<file path="src/hw/rtl/walc_pkg.sv">
// types and codes of the journal controller
// no dependencies
package walc_pkg;

   localparam logic [1:0] CMD_BEGIN  = 2'd0;
   localparam logic [1:0] CMD_END    = 2'd1;
   localparam logic [1:0] CMD_RECORD = 2'd2;
   localparam logic [1:0] CMD_UNUSED = 2'd3;

   localparam logic [1:0] KIND_STATUS  = 2'd0;
   localparam logic [1:0] KIND_COPY    = 2'd1;
   localparam logic [1:0] KIND_HEADER  = 2'd2;
   localparam logic [1:0] KIND_INSTALL = 2'd3;

   localparam logic [2:0] STAT_GRANTED      = 3'd0;
   localparam logic [2:0] STAT_MUST_WAIT    = 3'd1;
   localparam logic [2:0] STAT_ABSORBED     = 3'd2;
   localparam logic [2:0] STAT_APPENDED     = 3'd3;
   localparam logic [2:0] STAT_LOG_FULL     = 3'd4;
   localparam logic [2:0] STAT_OUTSIDE      = 3'd5;
   localparam logic [2:0] STAT_END_NO_BEGIN = 3'd6;

   localparam logic [1:0] CSR_LOG_AREA_START = 2'd0;
   localparam logic [1:0] CSR_RESERVE        = 2'd1;

   localparam logic [4:0] RESERVE_RESET = 5'd10;
   localparam logic [4:0] OPEN_MAX      = 5'd31;

   typedef struct packed {
      logic [1:0]  cmd;
      logic [31:0] block_number;
   } req_type;

   typedef struct packed {
      logic [1:0]  kind;
      logic [2:0]  status;
      logic [31:0] source_block;
      logic [31:0] destination_block;
      logic [4:0]  header_count;
      logic        pin_or_unpin;
      logic        last_result;
   } rsp_type;

endpackage

</file>
<file path="src/hw/rtl/walc_ram.sv">
// generic single-write, single-read ram with registered read data
// no dependencies
module walc_ram #(
   parameter int WIDTH = 32,
   parameter int DEPTH = 30
) (
   input  logic                                    clock,
   input  logic                                    wr_en,
   input  logic [((DEPTH > 1) ? $clog2(DEPTH) : 1)-1:0] wr_addr,
   input  logic [WIDTH-1:0]                        wr_data,
   input  logic                                    rd_en,
   input  logic [((DEPTH > 1) ? $clog2(DEPTH) : 1)-1:0] rd_addr,
   output logic [WIDTH-1:0]                        rd_data
);

   logic [WIDTH-1:0] mem_ff [DEPTH];
   logic [WIDTH-1:0] rd_data_ff;

   always_ff @(posedge clock) begin
      if (wr_en) begin
         mem_ff[wr_addr] <= wr_data;
      end
      if (rd_en) begin
         rd_data_ff <= mem_ff[rd_addr];
      end
   end

   assign rd_data = rd_data_ff;

endmodule

</file>
<file path="src/hw/rtl/walc_front.sv">
// front end: accepts request beats, drops unused commands, two-entry queue
// depends on walc_pkg
module walc_front
   import walc_pkg::*;
(
   input  logic    clock,
   input  logic    reset,
   input  logic    req_valid,
   output logic    req_stall,
   input  req_type req_data,
   output logic    q_valid,
   input  logic    q_pop,
   output req_type q_item
);

   req_type    slot_ff [2];
   req_type    slot_in [2];
   logic       wr_ptr_ff, wr_ptr_in;
   logic       rd_ptr_ff, rd_ptr_in;
   logic [1:0] count_ff, count_in;
   logic       push;
   logic       pop;

   assign req_stall = (count_ff == 2'd2);
   assign push      = req_valid && !req_stall && (req_data.cmd != CMD_UNUSED);
   assign q_valid   = (count_ff != 2'd0);
   assign pop       = q_pop && q_valid;
   assign q_item    = slot_ff[rd_ptr_ff];

   always_comb begin
      slot_in   = slot_ff;
      wr_ptr_in = wr_ptr_ff;
      rd_ptr_in = rd_ptr_ff;
      count_in  = count_ff;
      if (push) begin
         slot_in[wr_ptr_ff] = req_data;
         wr_ptr_in          = ~wr_ptr_ff;
      end
      if (pop) begin
         rd_ptr_in = ~rd_ptr_ff;
      end
      if (push && !pop) begin
         count_in = count_ff + 2'd1;
      end else if (pop && !push) begin
         count_in = count_ff - 2'd1;
      end
   end

   always_ff @(posedge clock) begin
      slot_ff <= slot_in;
      if (reset) begin
         wr_ptr_ff <= 1'b0;
         rd_ptr_ff <= 1'b0;
         count_ff  <= 2'd0;
      end else begin
         wr_ptr_ff <= wr_ptr_in;
         rd_ptr_ff <= rd_ptr_in;
         count_ff  <= count_in;
      end
   end

endmodule

</file>
<file path="src/hw/rtl/walc_back.sv">
// back end: journal state, header table search, commit sequencer, result register
// depends on walc_pkg and walc_ram
module walc_back
   import walc_pkg::*;
#(
   parameter int LOG_CAPACITY = 30
) (
   input  logic        clock,
   input  logic        reset,
   input  logic        q_valid,
   output logic        q_pop,
   input  req_type     q_item,
   input  logic        csr_valid,
   input  logic [1:0]  csr_index,
   input  logic [31:0] csr_wdata,
   output logic        rsp_valid,
   input  logic        rsp_stall,
   output rsp_type     rsp_data
);

   localparam int CW = $clog2(LOG_CAPACITY + 1);
   localparam int AW = (LOG_CAPACITY > 1) ? $clog2(LOG_CAPACITY) : 1;

   typedef enum logic [3:0] {
      ST_IDLE, ST_SEARCH, ST_STATUS, ST_CP_RD, ST_CP_EMIT,
      ST_HDR_FULL, ST_IN_RD, ST_IN_EMIT, ST_HDR_ZERO
   } state_type;

   state_type   state_ff, state_in;
   logic [4:0]  open_ff, open_in;
   logic [CW-1:0] logged_ff, logged_in;
   logic [CW-1:0] idx_ff, idx_in;
   logic        pend_ff, pend_in;
   logic        commit_ff, commit_in;
   logic [31:0] blk_ff, blk_in;
   logic [2:0]  stat_ff, stat_in;
   logic        pin_ff, pin_in;
   logic        last_ff, last_in;
   logic [31:0] start_ff, start_in;
   logic [4:0]  reserve_ff, reserve_in;
   logic        rsp_valid_ff, rsp_valid_in;
   rsp_type     rsp_ff, rsp_in;

   logic          ram_we, ram_re;
   logic [31:0]   ram_rdata;
   logic          out_free;
   logic [5:0]    open_p1;
   logic [10:0]   prod;
   logic [11:0]   need;
   logic [31:0]   slot;
   logic [CW-1:0] idx_next;

   walc_ram #(.WIDTH(32), .DEPTH(LOG_CAPACITY)) u_table (
      .clock   (clock),
      .wr_en   (ram_we),
      .wr_addr (logged_ff[AW-1:0]),
      .wr_data (blk_ff),
      .rd_en   (ram_re),
      .rd_addr (idx_ff[AW-1:0]),
      .rd_data (ram_rdata)
   );

   assign out_free = !rsp_valid_ff || !rsp_stall;
   assign open_p1  = {1'b0, open_ff} + 6'd1;
   assign prod     = 11'(open_p1) * 11'(reserve_ff);
   assign need     = 12'(prod) + 12'(logged_ff);
   assign slot     = start_ff + 32'(idx_ff) + 32'd1;
   assign idx_next = idx_ff + CW'(1);

   always_comb begin
      state_in     = state_ff;
      open_in      = open_ff;
      logged_in    = logged_ff;
      idx_in       = idx_ff;
      pend_in      = pend_ff;
      commit_in    = commit_ff;
      blk_in       = blk_ff;
      stat_in      = stat_ff;
      pin_in       = pin_ff;
      last_in      = last_ff;
      start_in     = start_ff;
      reserve_in   = reserve_ff;
      rsp_valid_in = rsp_valid_ff && rsp_stall;
      rsp_in       = rsp_ff;
      q_pop        = 1'b0;
      ram_we       = 1'b0;
      ram_re       = 1'b0;

      if (csr_valid) begin
         case (csr_index)
            CSR_LOG_AREA_START: start_in   = csr_wdata;
            CSR_RESERVE:        reserve_in = csr_wdata[4:0];
            default:            ;
         endcase
      end

      unique case (state_ff)
         ST_IDLE: begin
            if (q_valid) begin
               q_pop     = 1'b1;
               blk_in    = q_item.block_number;
               last_in   = 1'b1;
               pin_in    = 1'b0;
               commit_in = 1'b0;
               state_in  = ST_STATUS;
               unique case (q_item.cmd)
                  CMD_BEGIN: begin
                     if (need > 12'(LOG_CAPACITY) || open_ff == OPEN_MAX) begin
                        stat_in = STAT_MUST_WAIT;
                     end else begin
                        open_in = open_ff + 5'd1;
                        stat_in = STAT_GRANTED;
                     end
                  end
                  CMD_END: begin
                     if (open_ff == 5'd0) begin
                        stat_in = STAT_END_NO_BEGIN;
                     end else begin
                        open_in = open_ff - 5'd1;
                        stat_in = STAT_GRANTED;
                        if (open_ff == 5'd1 && logged_ff != '0) begin
                           commit_in = 1'b1;
                           last_in   = 1'b0;
                        end
                     end
                  end
                  CMD_RECORD: begin
                     if (logged_ff >= CW'(LOG_CAPACITY)) begin
                        stat_in = STAT_LOG_FULL;
                     end else if (open_ff == 5'd0) begin
                        stat_in = STAT_OUTSIDE;
                     end else begin
                        idx_in   = '0;
                        pend_in  = 1'b0;
                        state_in = ST_SEARCH;
                     end
                  end
                  default: begin
                     state_in = ST_IDLE;
                  end
               endcase
            end
         end
         ST_SEARCH: begin
            if (pend_ff && ram_rdata == blk_ff) begin
               stat_in  = STAT_ABSORBED;
               state_in = ST_STATUS;
            end else if (idx_ff != logged_ff) begin
               ram_re  = 1'b1;
               idx_in  = idx_next;
               pend_in = 1'b1;
            end else if (!pend_ff) begin
               ram_we    = 1'b1;
               logged_in = logged_ff + CW'(1);
               stat_in   = STAT_APPENDED;
               pin_in    = 1'b1;
               state_in  = ST_STATUS;
            end else begin
               pend_in = 1'b0;
            end
         end
         ST_STATUS: begin
            if (out_free) begin
               rsp_valid_in = 1'b1;
               rsp_in       = '{KIND_STATUS, stat_ff, 32'd0, 32'd0, 5'd0, pin_ff, last_ff};
               idx_in       = '0;
               state_in     = commit_ff ? ST_CP_RD : ST_IDLE;
            end
         end
         ST_CP_RD: begin
            ram_re   = 1'b1;
            state_in = ST_CP_EMIT;
         end
         ST_CP_EMIT: begin
            if (out_free) begin
               rsp_valid_in = 1'b1;
               rsp_in       = '{KIND_COPY, STAT_GRANTED, ram_rdata, slot, 5'd0, 1'b0, 1'b0};
               if (idx_next == logged_ff) begin
                  idx_in   = '0;
                  state_in = ST_HDR_FULL;
               end else begin
                  idx_in   = idx_next;
                  state_in = ST_CP_RD;
               end
            end
         end
         ST_HDR_FULL: begin
            if (out_free) begin
               rsp_valid_in = 1'b1;
               rsp_in       = '{KIND_HEADER, STAT_GRANTED, 32'd0, start_ff,
                                5'(logged_ff), 1'b0, 1'b0};
               state_in     = ST_IN_RD;
            end
         end
         ST_IN_RD: begin
            ram_re   = 1'b1;
            state_in = ST_IN_EMIT;
         end
         ST_IN_EMIT: begin
            if (out_free) begin
               rsp_valid_in = 1'b1;
               rsp_in       = '{KIND_INSTALL, STAT_GRANTED, slot, ram_rdata, 5'd0, 1'b1, 1'b0};
               if (idx_next == logged_ff) begin
                  state_in = ST_HDR_ZERO;
               end else begin
                  idx_in   = idx_next;
                  state_in = ST_IN_RD;
               end
            end
         end
         ST_HDR_ZERO: begin
            if (out_free) begin
               rsp_valid_in = 1'b1;
               rsp_in       = '{KIND_HEADER, STAT_GRANTED, 32'd0, start_ff, 5'd0, 1'b0, 1'b1};
               logged_in    = '0;
               commit_in    = 1'b0;
               state_in     = ST_IDLE;
            end
         end
         default: begin
            state_in = ST_IDLE;
         end
      endcase
   end

   always_ff @(posedge clock) begin
      idx_ff  <= idx_in;
      blk_ff  <= blk_in;
      stat_ff <= stat_in;
      pin_ff  <= pin_in;
      last_ff <= last_in;
      rsp_ff  <= rsp_in;
      if (reset) begin
         state_ff     <= ST_IDLE;
         open_ff      <= 5'd0;
         logged_ff    <= '0;
         pend_ff      <= 1'b0;
         commit_ff    <= 1'b0;
         start_ff     <= 32'd0;
         reserve_ff   <= RESERVE_RESET;
         rsp_valid_ff <= 1'b0;
      end else begin
         state_ff     <= state_in;
         open_ff      <= open_in;
         logged_ff    <= logged_in;
         pend_ff      <= pend_in;
         commit_ff    <= commit_in;
         start_ff     <= start_in;
         reserve_ff   <= reserve_in;
         rsp_valid_ff <= rsp_valid_in;
      end
   end

   assign rsp_valid = rsp_valid_ff;
   assign rsp_data  = rsp_ff;

endmodule

</file>
<file path="src/hw/rtl/write_ahead_log_controller.sv">
// top level of the write-ahead journal controller with group commit
// depends on walc_pkg, walc_front, walc_back (and walc_ram below it)
//
// usage
//  - req channel: one beat per command (begin, end, record block write);
//    cmd 3 is taken and dropped without any result beat
//  - rsp channel: one status beat per command; the end that closes the last
//    open operation with blocks logged adds 2n+2 commit beats (copy to slot,
//    header with count, install home with unpin, header with zero)
//  - last_result marks the final beat caused by a command
//  - csr channel: always ready; index 0 log area start, 1 reserve per
//    operation; write only while the block is idle
//  - status for begin, end and a rejected record passes the queue, the
//    sequencer state and the output register; a record first walks the
//    header table one entry a cycle, with n blocks logged
//  - a commit does a table read, then output, for each copy or install
//    beat, and only output for each header beat
//  - a two-entry queue parts the front from the sequencer, so requests keep
//    being taken while a result waits in the output register
//  - reset: no open operation, empty log, log start 0, reserve 10; the
//    header table holds no valid data until written
//  - when rsp_stall is high the output beat holds and the sequencer waits;
//    req_stall rises once the queue is full
module write_ahead_log_controller
   import walc_pkg::*;
#(
   parameter int LOG_CAPACITY = 30
) (
   input  logic        clock,
   input  logic        reset,
   input  logic        req_valid,
   output logic        req_stall,
   input  req_type     req_data,
   output logic        rsp_valid,
   input  logic        rsp_stall,
   output rsp_type     rsp_data,
   input  logic        csr_valid,
   output logic        csr_ready,
   input  logic [1:0]  csr_index,
   input  logic [31:0] csr_wdata
);

   // queue between front and sequencer
   logic    q_valid;
   logic    q_pop;
   req_type q_item;

   // registers take a write in any cycle
   assign csr_ready = 1'b1;

   walc_front u_front (
      .clock     (clock),
      .reset     (reset),
      .req_valid (req_valid),
      .req_stall (req_stall),
      .req_data  (req_data),
      .q_valid   (q_valid),
      .q_pop     (q_pop),
      .q_item    (q_item)
   );

   // journal state, table search and commit walk
   walc_back #(.LOG_CAPACITY(LOG_CAPACITY)) u_back (
      .clock     (clock),
      .reset     (reset),
      .q_valid   (q_valid),
      .q_pop     (q_pop),
      .q_item    (q_item),
      .csr_valid (csr_valid && csr_ready),
      .csr_index (csr_index),
      .csr_wdata (csr_wdata),
      .rsp_valid (rsp_valid),
      .rsp_stall (rsp_stall),
      .rsp_data  (rsp_data)
   );

endmodule

</file>
<file path="config.mk">
export PLATFORM = sky130hd
export DESIGN_NAME = write_ahead_log_controller
export DESIGN_NICKNAME = d
export VERILOG_FILES = /design/src/hw/rtl/walc_pkg.sv /design/src/hw/rtl/walc_ram.sv /design/src/hw/rtl/walc_front.sv /design/src/hw/rtl/walc_back.sv /design/src/hw/rtl/write_ahead_log_controller.sv
export SDC_FILE = /design/constraint.sdc
export NUM_CORES = 1
export LEC_CHECK = 0
export BUFFER_PORTS_ARGS = -buffer_cell sky130_fd_sc_hd__buf_2
export CAP_MARGIN = 0
export CORE_ASPECT_RATIO = 0.6
export CORE_MARGIN = 10
export CORE_UTILIZATION = 45
export CTS_CLUSTER_DIAMETER = 80
export DETAILED_ROUTE_END_ITERATION = 10
export PLACE_DENSITY = 0.69
export SYNTH_ARGS = -nofsm -noshare
export SYNTH_HDL_FRONTEND = slang
export SYNTH_HIERARCHICAL = 1
export SYNTH_SLANG_ARGS = --single-unit
</file>
<file path="constraint.sdc">
create_clock -name clock -period 7.4 [get_ports clock]
set_clock_uncertainty 0.05 [all_clocks]
set_input_delay 1.11 -clock clock [delete_from_list [all_inputs] [get_ports clock]]
set_output_delay 1.11 -clock clock [all_outputs]
set_load 0.03 [all_outputs]
</file>
==> impl_metrics.py, run 1 <==
metrics = {
    "cts": {
        "cts_buffer_depth": 3,
        "cts_resized": 0,
        "holdBufCountCts": 0,
        "htree_num_levels": 3,
        "cts_setup_buffers": 0,
        "clkTransAtPathRegs_ns": 0.07,
        "cts_sinks": 1236,
        "cts_tree": "built",
        "cts_made_buffers": 101,
        "clkLatencyLatePin_ns": 0.70,
        "cts_root_buf": "clkbuf_16",
    },
    "global_routing": {
        "grt_antenna_before_repair": 5,
        "grt_pass1_vias": 27300,
        "grtUsageTotal_pct": 20.3,
        "grt_pass1_wl_microns": 192000,
        "grt_max_degree": 125,
        "grt-ovfl-total": 0,
    },
    "synth": {
        "yosys.area.top_type": "edfxtp_1",
        "yosys.area_share.simple_pct": 5.93,
        "synth_seq_cells": 1236,
        "synthArstFlopShare_pct": 0,
        "seq_area_frac_synth_pct": 72.0,
        "synth_compound_area_share_pct": 5.73,
        "yosys.area_share.adder_pct": 1.75,
        "netlist_instances": 3017,
        "synthTopCellsByArea": "edfxtp_1, mux4_2, mux2i_1",
        "synth_cell_type_count": 87,
        "synth-edff-count": 1178,
        "netlist_area_sq_um": 50700,
        "synth_top_area_share_pct": 69.7,
        "synth_top_family_by_area": "multiplexers",
        "ys.warnings.count": 6,
        "synthMuxAreaShare_pct": 11.0,
        "synth_xor_area_share_pct": 1.48,
        "syn_area_per_cell_sq_um": 16.8,
        "synth_nets": 3150,
        "synth_ff_type": "edfxtp_1",
    },
    "die": {
        "ios": 152,
        "die_w_microns": 453,
        "rows": 95,
        "initial_core_util_pct": 45.3,
        "fp.dieH_microns": 280,
        "coreArea_sq_um": 112000,
        "dieArea_sq_um": 127000,
    },
    "critical_path": {
        "worstSetupPathType": "flip-flop to flip-flop",
        "cp_data_arrival_time_ns": 6.13,
        "critPathMaxFanout": 10,
        "start_kind": "flip-flop",
        "crit_required_ns": 7.93,
        "crit_path_start": "u_back/open_ff[0]$_SDFFE_PP0P_",
        "r2r-start": "u_back/open_ff[0]$_SDFFE_PP0P_",
        "worstSetupEndpointType": "flip-flop",
    },
    "power_and_ir_drop": {
        "p_leak_nw": 18.4,
        "vdd_drop_max_v": 0.000233,
        "finalPower_mw": 17.8,
        "p_per_area_nw_per_um2": 315,
    },
    "drt": {
        "num_vias": 29000,
        "vias_per_cell": 6.07,
        "ant_nets": 0,
        "drc_errors": 0,
        "wirelength_microns": 132000,
        "first_pass_iters": 6,
        "avgRoutedWirePerCell_microns": 27.6,
        "drt_iter0_drc": 4236,
    },
    "finish": {
        "area_growth_pct": 11.6,
        "final_area_sq_um": 56600,
        "drive_gt1_share_pct": 20.0,
        "layout_common_cells": "edfxtp_1, nand2_1, mux2i_1",
        "nNetsFinal": 3325,
        "mostFrequentLayoutCell": "edfxtp_1",
        "fill_cells": 8964,
        "post-route-util_pct": 50.6,
    },
    "timing": {
        "timing_hold_violations_final": 0,
        "finalSetupViolCount": 0,
        "finalSetupTns_ns": 0,
        "fin_crit_ns": 5.59,
        "worst_pin_slew_ns": 1.26,
        "setup_ws_ns": 1.81,
        "relSlewSlack_pct": 15.5,
        "fmaxAchievable_mhz": 179,
        "slew_violations": 0,
        "period_share_pct": 75.6,
        "rsz0062_at_grt": "false",
    },
    "placement": {
        "port_buffers": 150,
        "gp_congestion": 0.882,
        "place_area_sq_um": 53400,
        "dpl_worst_slack_ns": 1.92,
        "dp_hpwl_microns": 83600,
    },
    "worst_hold_path": {
        "hp-class": "flip-flop to flip-flop",
        "hp-start": "u_back/start_ff[0]$_SDFFE_PP0P_",
    },
    "status": {
        "status": "complete, no violations",
    },
    "run": {
        "maxCapViolations": 0,
    },
}
[logic make-up after synthesis]
family,Yosys count
xor+xnor,85
mux,373
buf+inv,209
fa+ha+maj,60
simple gates,624
flops,1236
compound gates,429
other cells,1
[report_power, final]
part,total [mW],internal [mW],switching (mW),leakage (nW)
registers,9.46,8.84,0.618,11.1
clock network,5.38,2.91,2.47,1.58
logic,2.97,0.945,2.03,5.68
[layer usage]
layer	share of wire, %	track usage (%)	up-vias
li1	-	-	12200
met2	40	26.8	1808
met1	44	32.5	14900
met5	0	0	-
met4	1.8	4.20	0
met3	13	6.02	162
[layout make-up]
type	instances	area (sq um)	share of cell area [%]
inverter	53	199	0.351
multi-input combinational	1572	13400	23.6
antenna	1	2.50	0.00442
timing repair buffer	228	1360	2.40
clock inverter	63	551	0.972
clock buffer	125	2700	4.77
tap	1503	1880	3.32
sequential	1236	36500	64.5
[critical path, cell delays in order, from the launching register on]
cell and delay [ns]:
dfxtp_1 0.52, nand3_1 0.23, xnor2_1 0.48, and2_1 0.22, fa_1 0.44, fa_1 0.56, inv_1 0.06, fa_1 0.52
inv_1 0.04, ha_1 0.38, o21ai_1 0.12, or2_2 0.32, o2bb2ai_1 0.15, xnor2_1 0.67, o31ai_1 0.18, a32oi_1 0.22
mux2_1 0.33
[through the flow]
step,hold slack [ns],std cells
2_1_floorplan,0.386,3017
5_1_grt,0.435,4780
3_5_place_dp,0.403,4592
3_3_place_gp,0.401,4592
6_report,0.413,4781
4_1_cts,0.413,4780
[state kept, by name, indices dropped and copies added, names as in the netlist]
| name | flops |
|---|---|
| u_back/idx_ff | 5 |
| u_back/state_ff | 4 |
| u_back/commit_ff | 1 |
| u_front/wr_ptr_ff | 1 |
| u_front/slot_ff | 68 |
| u_back/u_table/mem_ff | 960 |
| u_back/open_ff | 5 |
| u_back/reserve_ff | 5 |
| u_back/start_ff | 32 |
| u_back/u_table/rd_data | 32 |
| u_back/blk_ff | 32 |
| u_back/stat_ff | 3 |
| u_front/rd_ptr_ff | 1 |
| u_back/last_ff | 1 |
| u_back/pin_ff | 1 |
| u_back/rsp_data | 76 |
| u_back/logged_ff | 5 |
| u_back/pend_ff | 1 |
| u_front/count_ff | 2 |
| u_back/rsp_valid | 1 |
[path summary, 6_finish.rpt]
path	endpoint	slack, ns	cells past startpoint
min	u_back/start_ff[0]$_SDFFE_PP0P_	0.41	2
max	u_back/open_ff[2]$_SDFFE_PP0P_	1.81	16
min reg2reg	u_back/start_ff[0]$_SDFFE_PP0P_	0.41	2
max reg2reg	u_back/open_ff[2]$_SDFFE_PP0P_	1.81	16
[Yosys cell counts (all sizes together) (20+ instances only)]
cell type and number:
a21oi 112, clkbuf 71, mux2i 163, o22ai 60, edfxtp 1178, nor4 22, ha 42, and2 28
dfxtp 58, or2 22, nor2b 41, mux4 139, nand4 34, a211oi 30, inv 53, buf 85
xnor2 61, mux2 71, nor3 20, nand2 236, nor2 109, xor2 24, nand3 63, o21ai 72
a22oi 45
Power figures use the tool's default switching activity.
==> inputs of run 2 (changes only) <==
Clock period 7.4 ns to 5.8 ns, I/O delays scaled along.
==> run 2 against run 1 <==
  * Routed wire length is 0.56% higher
  * Critical path depth is 1 higher
  * Global-route usage is 0.16 points higher
  * Die area stayed put
  * Count of clock-buffer cells in the layout is 2 lower
  * Power is 28% higher
  * Sequential cell count stayed put
  * Fmax is 0.23% lower
  * Non-clock buffer count is 6 higher
  * Critical endpoint is now u_back/open_ff[4]$_SDFFE_PP0P_
  * Largest power group unchanged
  * Highest routed layer is now met5
==> impl_metrics.py, run 2 (synthesis results as in run 1) <==
metrics = {
    "drt": {
        "vias_per_cell": 6.03,
        "avgRoutedWirePerCell_microns": 27.8,
        "drc_errors": 0,
        "num_vias": 28900,
        "top_layer": "met5",
        "ant_nets": 0,
        "wl_met1_microns": 57500,
        "drt_iter0_drc": 3979,
        "first_pass_iters": 7,
        "wl_met3_microns": 18100,
        "met2WireLength_microns": 54800,
        "wirelength_microns": 133000,
    },
    "cts": {
        "cts_buffer_depth": 3,
        "cts_resized": 0,
        "cts_sinks": 1236,
        "clkTransAtPathRegs_ns": 0.07,
        "cts_root_buf": "clkbuf_16",
        "cts_tree": "built",
        "cts_made_buffers": 101,
        "clkLatencyLatePin_ns": 0.71,
        "cts_setup_buffers": 0,
        "htree_num_levels": 3,
        "holdBufCountCts": 0,
    },
    "die": {
        "coreArea_sq_um": 112000,
        "ios": 152,
        "fp.dieH_microns": 280,
        "die_w_microns": 453,
        "initial_core_util_pct": 45.3,
        "rows": 95,
        "dieArea_sq_um": 127000,
    },
    "global_routing": {
        "grt-ovfl-total": 0,
        "grt_pass1_vias": 27600,
        "grt_pass1_wl_microns": 192000,
        "grtUsageTotal_pct": 20.5,
        "grt_max_degree": 114,
        "grt_antenna_before_repair": 5,
    },
    "finish": {
        "multi_input_area_sq_um": 13400,
        "fill_cells": 8986,
        "largest_reg_flops": 960,
        "drive_gt1_share_pct": 20.3,
        "mostFrequentLayoutCell": "edfxtp_1",
        "regMostFlops": "u_back/u_table/mem_ff",
        "register_area_sq_um": 36500,
        "final_area_sq_um": 56700,
        "area_growth_pct": 11.8,
        "nNetsFinal": 3331,
        "layout_common_cells": "edfxtp_1, nand2_1, mux2i_1",
    },
    "timing": {
        "relSlewSlack_pct": 11.6,
        "period_share_pct": 96.7,
        "fmaxAchievable_mhz": 178,
        "worst_hold_slack_ns": 0.304,
        "fin_crit_ns": 5.61,
        "slew_violations": 0,
        "timing_hold_violations_final": 0,
        "worst_pin_slew_ns": 1.32,
        "finalSetupViolCount": 0,
    },
    "placement": {
        "gp_congestion": 0.922,
        "place_area_sq_um": 53500,
        "port_buffers": 150,
        "dp_hpwl_microns": 83200,
    },
    "power_and_ir_drop": {
        "p_leak_nw": 18.4,
        "vdd_drop_max_v": 0.000259,
        "finalPower_mw": 22.7,
        "p_per_area_nw_per_um2": 401,
    },
    "critical_path": {
        "worstSetupPathType": "flip-flop to flip-flop",
        "critPathMaxFanout": 10,
        "start_kind": "flip-flop",
        "worstSetupEndpointType": "flip-flop",
        "crit_required_ns": 6.36,
        "cp_data_arrival_time_ns": 6.17,
    },
    "status": {
        "status": "complete, no violations",
    },
    "run": {
        "maxCapViolations": 0,
    },
    "worst_hold_path": {
        "hp-class": "primary input to flip-flop",
    },
}
run 2: cell types whose count changed in the layout (fill, tap and decap cells not counted), sizes merged:
cell      previous run  this run
clkbuf             125       123
clkinvlp             6         5
inv                 59        57
clkinv              42        43
buf                228       234
run 2: per-layer routing:
layer  vias up  global-route usage [%]
met5         -                    1.09
met4         2                    3.93
met3       183                    6.59
met2      1743                    27.9
met1     14700                    31.7
li1      12200                       -
run 2: per-stage QoR:
| step | std cells | TNS, ns | setup slack (ns) | util [%] |
|---|---|---|---|---|
| 2_1_floorplan | 3017 | 0 | 0.783 | - |
| 3_3_place_gp | 4598 | 0 | 0.431 | 47.8 |
| 3_5_place_dp | 4598 | 0 | 0.371 | 47.8 |
| 4_1_cts | 4782 | 0 | 0.304 | 50.7 |
| 5_1_grt | 4783 | -0.00122 | -0.00122 | 50.7 |
| 6_report | 4783 | 0 | 0.192 | 50.7 |
run 2: final timing paths:
path	to	cells past startpoint	startpoint	slack (ns)
max	u_back/open_ff[4]$_SDFFE_PP0P_	17	u_back/open_ff[0]$_SDFFE_PP0P_	0.19
min	u_front/slot_ff[59]$_DFFE_PP_	1	req_data[25]	0.30
max reg2reg	u_back/open_ff[4]$_SDFFE_PP0P_	17	u_back/open_ff[0]$_SDFFE_PP0P_	0.19
min reg2reg	u_back/start_ff[0]$_SDFFE_PP0P_	2	u_back/start_ff[0]$_SDFFE_PP0P_	0.42
run 2: final cells by class:
| class | count | area share (%) |
|---|---|---|
| Sequential cell | 1236 | 64.4 |
| Multi-Input combinational cell | 1572 | 23.6 |
| Clock buffer | 123 | 4.71 |
| Tap cell | 1503 | 3.32 |
| Timing Repair Buffer | 234 | 2.59 |
| Clock inverter | 61 | 0.964 |
| Inverter | 53 | 0.351 |
| Antenna cell | 1 | 0.00441 |
run 2: where the power goes:
| group | switching (mW) | internal [mW] | leakage (nW) | total [mW] |
|---|---|---|---|---|
| sequential | 0.705 | 11.3 | 11.1 | 12.0 |
| clock | 3.14 | 3.68 | 1.57 | 6.82 |
| combinational | 2.71 | 1.23 | 5.73 | 3.94 |
| total | 6.56 | 16.2 | 18.4 | 22.7 |
run 2: critical path, cell delays in order (launching register included):
cell and delay (ns):
dfxtp_1 0.54, ha_1 0.32, and3_1 0.20, ha_1 0.24, and2_1 0.17, fa_1 0.47
fa_1 0.54, inv_1 0.05, fa_1 0.53, inv_1 0.04, ha_1 0.40, o21a_1 0.18
o21ai_1 0.10, a2111oi_2 0.46, nand4_2 0.27, o41ai_4 0.53, a31oi_1 0.19, a211oi_2 0.23
